===== config.mk =====
export PLATFORM = sky130hd
export DESIGN_NAME = line_layout_lru_cache_policy_top
export DESIGN_NICKNAME = d
export VERILOG_FILES = /design/src/llc_pkg.sv /design/src/llc_ram.sv /design/src/llc_scan.sv /design/src/line_layout_lru_cache_policy_top.sv
export SDC_FILE = /design/constraint.sdc
export NUM_CORES = 1
export LEC_CHECK = 0
export BUFFER_PORTS_ARGS = -buffer_cell sky130_fd_sc_hd__buf_2
export CAP_MARGIN = 20
export CORE_ASPECT_RATIO = 1.5
export CORE_UTILIZATION = 40
export CTS_BUF_LIST = sky130_fd_sc_hd__clkbuf_8
export DETAILED_ROUTE_END_ITERATION = 6
export PLACE_DENSITY_LB_ADDON = 0.1
export REMOVE_ABC_BUFFERS = 1
export SETUP_SLACK_MARGIN = 0.2
export SYNTH_ARGS = -nofsm -noshare
export SYNTH_HDL_FRONTEND = slang
export SYNTH_HIERARCHICAL = 1
export SYNTH_SLANG_ARGS = --single-unit

===== constraint.sdc =====
create_clock -name clk_i -period 4.5 [get_ports clk_i]
set_input_delay 0.9 -clock clk_i [delete_from_list [all_inputs] [get_ports clk_i]]
set_output_delay 0.9 -clock clk_i [all_outputs]
set_load 0.05 [all_outputs]

===== src/llc_pkg.sv =====
package llc_pkg;

  localparam int unsigned CacheEntries = 8;
  localparam int unsigned TickBits     = 16;
  localparam int unsigned LineBits     = 16;

  localparam int unsigned CountBits  = 16;
  localparam int unsigned StatusBits = 2;
  localparam int unsigned SlotBits   = 3;
  localparam int unsigned OutLineBits = 16;

  typedef enum logic [StatusBits-1:0] {
    STATUS_REJECT = 2'd0,
    STATUS_HIT    = 2'd1,
    STATUS_FILL   = 2'd2,
    STATUS_MISS   = 2'd3
  } status_e;

  typedef enum logic [1:0] {
    FSM_IDLE,
    FSM_SCAN,
    FSM_FINISH
  } fsm_e;

  // Control from the sequencer to the scan unit.
  typedef struct packed {
    logic clear;
    logic sample;
  } scan_ctrl_t;

endpackage


===== src/llc_ram.sv =====
module llc_ram #(
  parameter int unsigned WIDTH = 32,
  parameter int unsigned DEPTH = 8,
  localparam int unsigned AddrBits = (DEPTH > 1) ? $clog2(DEPTH) : 1
) (
  input  logic                clk_i,
  input  logic                we_i,
  input  logic [AddrBits-1:0] waddr_i,
  input  logic [WIDTH-1:0]    wdata_i,
  input  logic                re_i,
  input  logic [AddrBits-1:0] raddr_i,
  output logic [WIDTH-1:0]    rdata_o
);

  logic [WIDTH-1:0] mem_q [DEPTH];
  logic [WIDTH-1:0] rdata_q;

  always_ff @(posedge clk_i) begin
    if (we_i) begin
      mem_q[waddr_i] <= wdata_i;
    end
    if (re_i) begin
      rdata_q <= mem_q[raddr_i];
    end
  end

  assign rdata_o = rdata_q;

endmodule


===== src/llc_scan.sv =====
module llc_scan #(
  parameter int unsigned CACHE_ENTRIES = llc_pkg::CacheEntries,
  parameter int unsigned TICK_BITS     = llc_pkg::TickBits,
  parameter int unsigned LINE_BITS     = llc_pkg::LineBits,
  localparam int unsigned IdxBits = (CACHE_ENTRIES > 1) ? $clog2(CACHE_ENTRIES) : 1
) (
  input  logic                 clk_i,
  input  logic                 rst_ni,
  input  llc_pkg::scan_ctrl_t  ctrl_i,
  input  logic [IdxBits-1:0]   idx_i,
  input  logic                 entry_valid_i,
  input  logic [LINE_BITS-1:0] entry_line_i,
  input  logic [TICK_BITS-1:0] entry_stamp_i,
  input  logic [LINE_BITS-1:0] req_line_i,
  output logic                 hit_o,
  output logic [IdxBits-1:0]   hit_idx_o,
  output logic                 empty_o,
  output logic [IdxBits-1:0]   empty_idx_o,
  output logic [IdxBits-1:0]   min_idx_o,
  output logic [LINE_BITS-1:0] min_line_o
);

  logic                 hit_q, hit_d;
  logic                 empty_q, empty_d;
  logic [IdxBits-1:0]   hit_idx_q, hit_idx_d;
  logic [IdxBits-1:0]   empty_idx_q, empty_idx_d;
  logic [IdxBits-1:0]   min_idx_q, min_idx_d;
  logic [LINE_BITS-1:0] min_line_q, min_line_d;
  logic [TICK_BITS-1:0] min_stamp_q, min_stamp_d;

  always_comb begin
    hit_d       = hit_q;
    hit_idx_d   = hit_idx_q;
    empty_d     = empty_q;
    empty_idx_d = empty_idx_q;
    min_idx_d   = min_idx_q;
    min_line_d  = min_line_q;
    min_stamp_d = min_stamp_q;
    if (ctrl_i.clear) begin
      hit_d   = 1'b0;
      empty_d = 1'b0;
    end else if (ctrl_i.sample) begin
      if (entry_valid_i && (entry_line_i == req_line_i)) begin
        hit_d     = 1'b1;
        hit_idx_d = idx_i;
      end
      if (!entry_valid_i && !empty_q) begin
        empty_d     = 1'b1;
        empty_idx_d = idx_i;
      end
      // Strict less-than keeps the lowest index on a tie. The minimum only
      // matters when every entry is valid.
      if ((idx_i == '0) || (entry_stamp_i < min_stamp_q)) begin
        min_idx_d   = idx_i;
        min_line_d  = entry_line_i;
        min_stamp_d = entry_stamp_i;
      end
    end
  end

  always_ff @(posedge clk_i or negedge rst_ni) begin
    if (!rst_ni) begin
      hit_q   <= 1'b0;
      empty_q <= 1'b0;
    end else begin
      hit_q   <= hit_d;
      empty_q <= empty_d;
    end
  end

  always_ff @(posedge clk_i) begin
    hit_idx_q   <= hit_idx_d;
    empty_idx_q <= empty_idx_d;
    min_idx_q   <= min_idx_d;
    min_line_q  <= min_line_d;
    min_stamp_q <= min_stamp_d;
  end

  assign hit_o       = hit_q;
  assign hit_idx_o   = hit_idx_q;
  assign empty_o     = empty_q;
  assign empty_idx_o = empty_idx_q;
  assign min_idx_o   = min_idx_q;
  assign min_line_o  = min_line_q;

endmodule


===== src/line_layout_lru_cache_policy_top.sv =====
// Fully associative LRU directory of CACHE_ENTRIES entries keyed by line number. Line
// and timestamp of each entry live in a directory memory with one read port that is
// read one entry per cycle. A request that passes the line limit check is scanned over
// every entry before its result is presented; a rejected request skips the scan and goes
// straight to the finishing step. A new request is accepted once the previous one has
// left the sequencer, even while its result is still waiting on the output; only the
// finishing step waits for the output. Valid bits and per-entry stamp-cleared flags are
// flip-flops set up by reset, so no clearing pass over the memory is needed after reset.
module line_layout_lru_cache_policy_top #(
  parameter int unsigned CACHE_ENTRIES = llc_pkg::CacheEntries,
  parameter int unsigned TICK_BITS     = llc_pkg::TickBits,
  parameter int unsigned LINE_BITS     = llc_pkg::LineBits
) (
  input  logic                              clk_i,
  input  logic                              rst_ni,
  input  logic                              cfg_we_i,
  input  logic [llc_pkg::CountBits-1:0]     cfg_wdata_i,
  input  logic                              in_valid_i,
  output logic                              in_ready_o,
  input  logic [15:0]                       line_number_i,
  input  logic                              fill_ok_i,
  output logic                              out_valid_o,
  input  logic                              out_ready_i,
  output logic [llc_pkg::StatusBits-1:0]    status_o,
  output logic [llc_pkg::SlotBits-1:0]      slot_o,
  output logic                              evicted_o,
  output logic [llc_pkg::OutLineBits-1:0]   evicted_line_o
);

  localparam int unsigned IdxBits  = (CACHE_ENTRIES > 1) ? $clog2(CACHE_ENTRIES) : 1;
  localparam int unsigned CntBits  = $clog2(CACHE_ENTRIES + 1);
  localparam int unsigned EntryW   = LINE_BITS + TICK_BITS;
  localparam int unsigned CmpBits  = (LINE_BITS > llc_pkg::CountBits) ? LINE_BITS
                                                                      : llc_pkg::CountBits;
  localparam logic [CntBits-1:0] LastCnt = CntBits'(CACHE_ENTRIES);

  llc_pkg::fsm_e state_q, state_d;

  logic [llc_pkg::CountBits-1:0] line_limit_q;
  logic [LINE_BITS-1:0]          req_line_q, req_line_d;
  logic                          fill_q, fill_d;
  logic                          rej_q, rej_d;
  logic [CntBits-1:0]            cnt_q, cnt_d;
  logic                          proc_vld_q, proc_vld_d;
  logic [IdxBits-1:0]            proc_idx_q, proc_idx_d;
  logic [CACHE_ENTRIES-1:0]      valid_q, valid_d;
  logic [CACHE_ENTRIES-1:0]      stale_q, stale_d;
  logic [TICK_BITS-1:0]          tick_q, tick_d;

  logic                          out_valid_q, out_valid_d;
  llc_pkg::status_e              status_q, status_d;
  logic [llc_pkg::SlotBits-1:0]  slot_q, slot_d;
  logic                          evicted_q, evicted_d;
  logic [llc_pkg::OutLineBits-1:0] evicted_line_q, evicted_line_d;

  logic [LINE_BITS-1:0] in_line;
  logic                 in_rej;
  logic                 rd_en;
  logic [IdxBits-1:0]   rd_addr;
  logic [EntryW-1:0]    rd_data;
  logic                 wr_en;
  logic [IdxBits-1:0]   wr_addr;
  logic [EntryW-1:0]    wr_data;
  logic [TICK_BITS-1:0] rd_stamp;
  logic [TICK_BITS-1:0] new_tick;
  logic                 tick_wrap;
  logic                 finish_go;
  logic                 do_update;
  logic [IdxBits-1:0]   target;

  llc_pkg::scan_ctrl_t  scan_ctrl;
  logic                 scan_hit;
  logic [IdxBits-1:0]   scan_hit_idx;
  logic                 scan_empty;
  logic [IdxBits-1:0]   scan_empty_idx;
  logic [IdxBits-1:0]   scan_min_idx;
  logic [LINE_BITS-1:0] scan_min_line;

  assign in_line = LINE_BITS'(line_number_i);
  assign in_rej  = CmpBits'(in_line) >= CmpBits'(line_limit_q);

  // An entry whose stamps were wiped by a tick wrap reads as stamp zero.
  assign rd_stamp = stale_q[proc_idx_q] ? '0 : rd_data[TICK_BITS-1:0];

  assign tick_wrap = (tick_q == '1);
  assign new_tick  = (tick_wrap ? '0 : tick_q) + TICK_BITS'(1);
  assign finish_go = !out_valid_q || out_ready_i;
  assign do_update = !rej_q && (scan_hit || fill_q);
  assign target    = scan_hit ? scan_hit_idx : (scan_empty ? scan_empty_idx : scan_min_idx);

  always_comb begin
    state_d        = state_q;
    req_line_d     = req_line_q;
    fill_d         = fill_q;
    rej_d          = rej_q;
    cnt_d          = cnt_q;
    proc_vld_d     = 1'b0;
    proc_idx_d     = proc_idx_q;
    valid_d        = valid_q;
    stale_d        = stale_q;
    tick_d         = tick_q;
    out_valid_d    = out_valid_q && !out_ready_i;
    status_d       = status_q;
    slot_d         = slot_q;
    evicted_d      = evicted_q;
    evicted_line_d = evicted_line_q;
    in_ready_o     = 1'b0;
    rd_en          = 1'b0;
    rd_addr        = cnt_q[IdxBits-1:0];
    wr_en          = 1'b0;
    wr_addr        = target;
    wr_data        = {req_line_q, new_tick};
    scan_ctrl      = '0;

    unique case (state_q)
      llc_pkg::FSM_IDLE: begin
        in_ready_o = 1'b1;
        if (in_valid_i) begin
          req_line_d      = in_line;
          fill_d          = fill_ok_i;
          rej_d           = in_rej;
          cnt_d           = '0;
          scan_ctrl.clear = 1'b1;
          state_d         = in_rej ? llc_pkg::FSM_FINISH : llc_pkg::FSM_SCAN;
        end
      end
      llc_pkg::FSM_SCAN: begin
        // Read entry cnt while the entry read in the previous cycle is examined.
        scan_ctrl.sample = proc_vld_q;
        if (cnt_q == LastCnt) begin
          state_d = llc_pkg::FSM_FINISH;
        end else begin
          rd_en      = 1'b1;
          proc_vld_d = 1'b1;
          proc_idx_d = cnt_q[IdxBits-1:0];
          cnt_d      = cnt_q + CntBits'(1);
        end
      end
      llc_pkg::FSM_FINISH: begin
        // The write lands before the next request's scan starts, so reads
        // never meet a pending write to the same entry.
        if (finish_go) begin
          out_valid_d    = 1'b1;
          slot_d         = '0;
          evicted_d      = 1'b0;
          evicted_line_d = '0;
          priority if (rej_q) begin
            status_d = llc_pkg::STATUS_REJECT;
          end else if (scan_hit) begin
            status_d = llc_pkg::STATUS_HIT;
            slot_d   = llc_pkg::SlotBits'(target);
          end else if (fill_q) begin
            status_d = llc_pkg::STATUS_FILL;
            slot_d   = llc_pkg::SlotBits'(target);
            if (!scan_empty) begin
              evicted_d      = 1'b1;
              evicted_line_d = llc_pkg::OutLineBits'(scan_min_line);
            end
          end else begin
            status_d = llc_pkg::STATUS_MISS;
          end
          if (do_update) begin
            wr_en           = 1'b1;
            tick_d          = new_tick;
            if (tick_wrap) begin
              stale_d = '1;
            end
            stale_d[target] = 1'b0;
            valid_d[target] = 1'b1;
          end
          state_d = llc_pkg::FSM_IDLE;
        end
      end
      default: begin
        state_d = llc_pkg::FSM_IDLE;
      end
    endcase
  end

  always_ff @(posedge clk_i or negedge rst_ni) begin
    if (!rst_ni) begin
      state_q      <= llc_pkg::FSM_IDLE;
      line_limit_q <= '0;
      rej_q        <= 1'b0;
      cnt_q        <= '0;
      proc_vld_q   <= 1'b0;
      valid_q      <= '0;
      stale_q      <= '1;
      tick_q       <= '0;
      out_valid_q  <= 1'b0;
    end else begin
      state_q     <= state_d;
      if (cfg_we_i) begin
        line_limit_q <= cfg_wdata_i;
      end
      rej_q       <= rej_d;
      cnt_q       <= cnt_d;
      proc_vld_q  <= proc_vld_d;
      valid_q     <= valid_d;
      stale_q     <= stale_d;
      tick_q      <= tick_d;
      out_valid_q <= out_valid_d;
    end
  end

  always_ff @(posedge clk_i) begin
    req_line_q     <= req_line_d;
    fill_q         <= fill_d;
    proc_idx_q     <= proc_idx_d;
    status_q       <= status_d;
    slot_q         <= slot_d;
    evicted_q      <= evicted_d;
    evicted_line_q <= evicted_line_d;
  end

  llc_ram #(
    .WIDTH (EntryW),
    .DEPTH (CACHE_ENTRIES)
  ) u_dir_ram (
    .clk_i   (clk_i),
    .we_i    (wr_en),
    .waddr_i (wr_addr),
    .wdata_i (wr_data),
    .re_i    (rd_en),
    .raddr_i (rd_addr),
    .rdata_o (rd_data)
  );

  llc_scan #(
    .CACHE_ENTRIES (CACHE_ENTRIES),
    .TICK_BITS     (TICK_BITS),
    .LINE_BITS     (LINE_BITS)
  ) u_scan (
    .clk_i         (clk_i),
    .rst_ni        (rst_ni),
    .ctrl_i        (scan_ctrl),
    .idx_i         (proc_idx_q),
    .entry_valid_i (valid_q[proc_idx_q]),
    .entry_line_i  (rd_data[EntryW-1:TICK_BITS]),
    .entry_stamp_i (rd_stamp),
    .req_line_i    (req_line_q),
    .hit_o         (scan_hit),
    .hit_idx_o     (scan_hit_idx),
    .empty_o       (scan_empty),
    .empty_idx_o   (scan_empty_idx),
    .min_idx_o     (scan_min_idx),
    .min_line_o    (scan_min_line)
  );

  assign out_valid_o    = out_valid_q;
  assign status_o       = status_q;
  assign slot_o         = slot_q;
  assign evicted_o      = evicted_q;
  assign evicted_line_o = evicted_line_q;

`ifndef SYNTHESIS
  a_write_only_finish: assert property (@(posedge clk_i) disable iff (!rst_ni)
    wr_en |-> (state_q == llc_pkg::FSM_FINISH) && !rej_q)
    else $error("directory written outside the finishing step");

  a_hit_is_valid: assert property (@(posedge clk_i) disable iff (!rst_ni)
    (state_q == llc_pkg::FSM_FINISH && scan_hit) |-> valid_q[scan_hit_idx])
    else $error("hit reported on an invalid entry");

  a_tick_wrap: assert property (@(posedge clk_i) disable iff (!rst_ni)
    (wr_en && tick_wrap) |=> (tick_q == TICK_BITS'(1)) && (stale_q != '0))
    else $error("tick wrap did not restart the stamps");

  a_cnt_range: assert property (@(posedge clk_i) disable iff (!rst_ni)
    cnt_q <= LastCnt)
    else $error("scan counter beyond the entry count");

  a_fill_sets_valid: assert property (@(posedge clk_i) disable iff (!rst_ni)
    wr_en |=> valid_q[$past(wr_addr)])
    else $error("written entry not marked valid");
`endif

endmodule


# --- Yosys cells after proc, flatten, opt, wreduce, memory -nomap -nowiden ---
# Memories as Yosys holds them, arrays and structs flattened. A register that Yosys moved wholly into a read port is not among the register bits.
# Index checks and enable logic that the tools add are counted.
word_totals:
  mem_count: 1
  input_bits: 38
  wordCells: 126
  regBits: 142
  mem_bits_rw: 256
classes:
  n_reduce_logical: 33
  order_cmp: 5
  mux: 46
  n_eq_ne: 9
  addsub: 2
  n_bitwise: 6
memory_table:
  columns: ["memory", "depth", "width", "read_ports", "rd_clocked_by_memory_dff", "write_ports", "line", "source"]
  rows:
  - ["u_dir_ram.mem_q", 8, 32, 1, 1, 1, "llc_ram.sv:15", "logic [WIDTH-1:0] mem_q [DEPTH];"]
op_table:
  columns: ["operator", "count"]
  rows:
  - ["$mux 16", 2]
  - ["$mux 8", 4]
  - ["$mux 1", 25]
  - ["$reduce_and 3->1", 6]
  - ["$add 16x1->16 const B", 1]
  - ["$eq 16x16->1", 1]
  - ["$eq 16x16->1 const B", 1]
  - ["$ge 16x16->1", 1]
  - ["$lt 16x16->1", 1]
  - ["$mux 3", 4]
  - ["$reduce_and 2->1", 5]
  - ["$and 8x8->8", 1]
  - ["$lt 3x4->1 const B", 2]
  - ["$mux 2", 4]
  - ["$mux 4", 2]
  - ["$ne 2x2->1 const B", 4]
  - ["$not 8->8", 1]
  - ["$or 8x8->8", 1]
  - ["$pmux 4 s2", 1]
  - ["$reduce_bool 2->1", 4]
  - ["$bmux 1 s3", 2]
  - ["$pmux 2 s3", 1]
  - ["$logic_and 1x1->1", 5]
  - ["$logic_not 1->1", 5]
  - ["other kinds (13)", 17]

# --- Longest topological paths before layout ---
depth:
  depth_word: 8
  ltp_mapped: 11
  depth_no_buf: 10

# --- Cells and area by module ---
# The synthesis kept the hierarchy.
by_module_without_submodules:
  columns: ["module", "area_each_um2", "cells_each", "n_inst"]
  rows:
  - ["llc_ram", 10786.6, 415, 1]
  - ["line_layout_lru_cache_policy_top", 4834.6, 432, 1]
  - ["llc_scan", 1879.3, 125, 1]

# --- Least setup slack after synthesis ---
# OpenSTA, ideal clock, no wires.
synth_path:
  path_type: "input-to-reg"
  start: "in out_ready_i"
  end: "mem u_dir_ram.mem_q[0][0], enable pin"
  setup_time_ns: 0.461
  path_buffers: 1
  required_ns: 4.039
  stages: 6
  setup_slack_ns: 0.145
  arrival_time_ns: 3.894
  cell_sequence: "nor2b_1 -> or3_4 -> inv_2 -> buf_2 -> nand2b_1 -> nor3_1"
synth_via:
  elab_chain_len: 5
synth_lines:
  columns: ["item", "line", "source"]
  rows:
  - ["start: declaration", "line_layout_lru_cache_policy_top.sv:23", "input logic out_ready_i,"]
  - ["$logic_or 1x1->1", "line_layout_lru_cache_policy_top.sv:87", "assign finish_go = !out_valid_q || out_ready_i;"]
  - ["$mux 1", "line_layout_lru_cache_policy_top.sv:142", "if (finish_go) begin"]
  - ["$mux 1", "line_layout_lru_cache_policy_top.sv:115", "unique case (state_q)"]
  - ["named net wr_en", "line_layout_lru_cache_policy_top.sv:61", "logic wr_en;"]
  - ["$mux 1", "llc_ram.sv:19", "if (we_i) begin"]
  - ["$mux 1 (not written as such)", "llc_ram.sv:20", "mem_q[waddr_i] <= wdata_i;"]
  - ["end: declaration", "llc_ram.sv:15", null]
# The timed path passes the listed nets, and every way through them passes these cells.

# --- Final worst setup path ---
layout_path:
  start: "reg proc_idx_q[0]"
  end: "reg u_scan.min_line_q[13] (netlist: u_scan/min_line_o[13]), enable pin"
layout_via:
  elab_chain_len: 6
  elab_cells_between_ends: 7
  classes_between: "order compare (1); mux (3); reduce/logical (3)"
layout_lines:
  columns: ["item", "line", "source"]
  rows:
  - ["start: declaration", "line_layout_lru_cache_policy_top.sv:45", "logic [IdxBits-1:0] proc_idx_q, proc_idx_d;"]
  - ["start signal: assignment", "line_layout_lru_cache_policy_top.sv:209", "proc_idx_q <= proc_idx_d;"]
  - ["$bmux 1 s3", "line_layout_lru_cache_policy_top.sv:83", "assign rd_stamp = stale_q[proc_idx_q] ? '0 : rd_data[TICK_BITS-1:0];"]
  - ["$mux 1 (not written as such)", "line_layout_lru_cache_policy_top.sv:83", null]
  - ["$mux 16", "line_layout_lru_cache_policy_top.sv:83", null]
  - ["named net rd_stamp[15]", "line_layout_lru_cache_policy_top.sv:64", "logic [TICK_BITS-1:0] rd_stamp;"]
  - ["$lt 16x16->1", "llc_scan.sv:53", "if ((idx_i == '0) || (entry_stamp_i < min_stamp_q)) begin"]
  - ["$logic_or 1x1->1", "llc_scan.sv:53", null]
  - ["$reduce_and 3->1 (no source line)", null, null]
  - ["end signal: assignment", "llc_scan.sv:75", "min_line_q <= min_line_d;"]
  - ["end: declaration", "llc_scan.sv:28", "logic [LINE_BITS-1:0] min_line_q, min_line_d;"]
# The timed path passes the listed nets, and every way through them passes these cells. The select of a mux whose other input is x is not followed.
# A chain may end at the register's enable or synchronous reset.

==> results <==
- The kind of cell with the highest combined delay along the critical path is multiplexers.
- The count of buffers added on input and output ports is 61.
- In the final layout, the share of cells above drive strength 1 is 0.2358.
- The number of sinks on the clock net is 430.
- Clock tree synthesis selected as its root buffer the cell clkbuf_8.
- Setup total negative slack on the finished layout was measured at 0 ps.
- Setup repair after global routing left no endpoint under its margin.
- The number of design rule violations left after detail routing is 0.
- Static timing analysis puts the maximum clock frequency at 0.2816 GHz.
- For this run, the detailed router's first-pass iteration total came to 5.
- After clock tree synthesis, the clock-pin slew on the worst setup and hold paths is 60 ps.
- The clock passes through at most 3 buffers.
- From bottom edge to top edge, the die measures 258.2 um.
- The post-CTS resize count is 0.
- The synthesized instance count is 972.
- The initial antenna violation count is 1.
- The first routing iteration left 554 violations.
- After synthesis, the cell types taking the most area are edfxtp_1 64%, dfrtp_1 7.3%, mux4_1 6.0%.
- Summing all placed instances gives a cell area of 18,620 um^2.
- The tool flagged a number of max-cap violations equal to 0.
- The number of nets in the layout is 1,166.
- The number of register bits inferred by synthesis is 430.
- In this run the worst hold path is classified as in2async.
- The remaining antenna violation count after routing is 0.
- Data on the critical path arrives at its endpoint at 3810 ps.
- For this run, the share of the core covered by cells in the final layout is 0.4606.
- The clock latency on the worst-skew pair is 610 ps.
- The synthesized design contains 371 enable-type register cells.
- The leakage power of the design is 7.159 nW.
- Clock skew on the completed layout was measured at 29.31 ps.
- Across every metal layer, demand over resource in global routing totals 0.1788.
- The global placement routability congestion is 0.7424.
- In the synthesized netlist the async set-or-reset flop fraction comes to 0.1372.
- Walking the worst path, the cells encountered are mux4_2 > mux2i_2 > and2_1 > ha_1 > a211oi_1 > o21ai_0 > a21oi_1 > a21o_1 > buf_4.
- Counting instances in the post-synthesis netlist gives the leading cell types as 371 x edfxtp_1, 51 x dfrtp_1, 48 x nand2_1.
- The synthesized area per cell is 18.00 um^2.
- The worst path in the final design needs a cycle of 3551 ps, including I/O delays and setup.
- The worst setup path is launched from a flip-flop.
- The required time reported for the critical path endpoint is 4750 ps.
- The critical-path maximum fanout is 23.
- The average vias per placed instance is 5.203.
- The most used flip-flop cell after synthesis is edfxtp_1.
- The worst setup path is captured at a flip-flop.
- The remaining max-slew budget at the tightest pin is 0.3606.
- The cell taking the most area after synthesis is edfxtp_1.
- The post-CTS repair timing setup buffer count is 0.
- Counting both buffers and inverters, the worst setup path holds a total of 1.
- The maximum VDD drop is 0.3076 mV.
- The pin count of the biggest net entering global routing is 38.
- The run finished with clean final reports.
- The standard-cell row count is 93.
- Yosys mapped the design onto 59 distinct sky130hd cell types.
- The half-perimeter wire length after detailed placement is 23,780 um.
- The total power density per cell area is 560.3 nW/um^2.
- Counting the fill cells in the layout gives 3,851.
- The top-level I/O count is 62.
- The final standard cell area without fillers is 19,830 um^2.
- The total count of hold-check failures in the final report came to 0.
- The final route contains 8,928 vias.
- The master of the slowest instance on the critical path is mux2i_2.
- The number of H-tree branching levels is 3.
- The transition time of the tightest slew-check pin is 949.0 ps.
- Dividing the detail-routed wire length by the instance count gives 22.46 um.
- The overall routed net length is 38,540 um.
- The number of CTS-inserted buffers is 67.
- The synthesized netlist occupies a cell area of 17,500 um^2.
- edfxtp_1 is the most common cell in the netlist.
- The total core area is 43,050 um^2.
- The floorplan step defined a die boundary enclosing 44,610 um^2.
- The global-route wire length before repair is 58,670 um.
- Of the synthesized area, sequential elements account for 0.7215.
- Compared with the post-synthesis result, the final layout area differs by 13.31%.
- The startpoint-to-endpoint class of the critical path is reg2reg.
- For this configuration, the core starts out at a cell density of 0.4065.
- The overflow left after global routing is 0.
- The final period utilization is 0.7891.
- The largest single stage delay on the critical path is 600 ps.
- The number of slew-limit violations in the final report is 0.
- The number of buffers added to fix hold violations after cts is 0.
- The TritonCTS clock tree is yes.
- The share of synthesized area in the top cell type comes to 0.6366.
- The chip width is 172.8 um.
- Setup violations remaining at the end of the flow were counted as 0.
- The number of global-route vias before repair is 9,509.
- Yosys printed 6 warnings.
==> cells by family (layout without fill, tap and decap cells) <==
family / count (synthesis) / in the layout / share of synthesized area
AOI/OAI and AO/OA: 101 / 101 / 0.03689
DFF: 430 / 430 / 0.7215
buffers and inverters: 75 / 248 / 0.02080
xor gates and xnor gates: 33 / 33 / 0.01651
other: 0 / 1 / 0
adders and majority gates: 34 / 34 / 0.02431
muxes: 108 / 108 / 0.1217
and+or+nand+nor: 191 / 191 / 0.05827
==> power by group <==
group | internal (W) | switching, W | leakage (nW)
registers | 0.00513 | 0.000375 | 4.14
logic | 0.00115 | 0.00145 | 2.29
clock network | 0.00152 | 0.00149 | 0.725
==> per-layer routing <==
metal	wire length [um]	GRT usage	vias to the layer above	share of wire
met2	19680	0.3039	159	0.51
met1	16860	0.2327	4671	0.44
met3	1380	0.03195	49	0.036
met4	620	0.05777	0	0.016
met5	0	0	-	0
li1	-	-	4049	-
==> area by class of cell <==
class                      count  area, um^2  area share
clock inverter                49       235.2     0.01186
sequential                   430       12630      0.6371
inverter                      42       157.7    0.007950
clock buffer                  71       977.2     0.04928
timing repair buffer          86       543.0     0.02738
antenna                        1       2.502   0.0001262
multi-input combinational    467        4568      0.2304
tap                          570       713.2     0.03596
==> through the flow <==
step	instances	worst slack [ps]	hold WS, ps	power (W)
2_1_floorplan	939	132.4	422.6	0.007316
3_3_place_gp	1595	915.4	443.6	0.008222
3_5_place_dp	1595	864.6	446.3	0.008246
4_1_cts	1715	839.5	287.2	0.01131
5_1_grt	1716	702.3	329.4	0.01169
6_report	1716	948.8	314.5	0.01111
==> path summary, 6_finish.rpt <==
kind | slack [ps] | depth (start not counted) | startpoint | endpoint
max in group asynchronous | 3300 | 2 | rst_ni | cnt_q[0]
worst min-delay path | 310 | 1 | rst_ni | tick_q[5]
min in group clk_i | 460 | 1 | valid_q[4] | valid_q[4]
worst min register to register | 460 | 1 | valid_q[4] | valid_q[4]
worst max register to register | 950 | 9 | proc_idx_q[0] | u_scan/min_line_o[13]
worst max-delay path | 950 | 9 | proc_idx_q[0] | u_scan/min_line_o[13]
==> layout by cell type, fill, tap and decap left out, types with 6 or more instances in the layout <==
| master | count |
|---|---|
| edfxtp_1 | 371 |
| inv_1 | 72 |
| clkbuf_8 | 71 |
| buf_2 | 61 |
| nand2_1 | 48 |
| dfrtp_1 | 48 |
| mux4_1 | 40 |
| and2_1 | 36 |
| mux2_2 | 35 |
| ha_1 | 34 |
| nor2_1 | 31 |
| mux4_2 | 28 |
| a21oi_1 | 27 |
| o21ai_0 | 27 |
| xnor2_1 | 23 |
| buf_4 | 21 |
| nand3_1 | 15 |
| a21o_1 | 12 |
| nand4_1 | 10 |
| xor2_1 | 10 |
| clkinv_1 | 9 |
| dfstp_2 | 8 |
| nor3_1 | 7 |
| o21bai_1 | 7 |
| nand2b_1 | 7 |
| a31oi_1 | 6 |
| nor2_4 | 6 |
==> flip-flops by register name (all words and copies together) (netlist names), 2 cells and up <==
signal	count
u_scan/empty_idx_o	3
cnt_q	4
state_q	2
req_line_q	16
evicted_line_o	16
slot_o	3
u_dir_ram/mem_q	256
line_limit_q	16
u_dir_ram/rdata_o	32
u_scan/min_line_o	16
valid_q	8
stale_q	8
proc_idx_q	3
status_o	2
u_scan/min_idx_o	3
tick_q	16
u_scan/min_stamp_q	16
u_scan/hit_idx_o	3
Note: power is estimated with default switching activity, not from simulation.
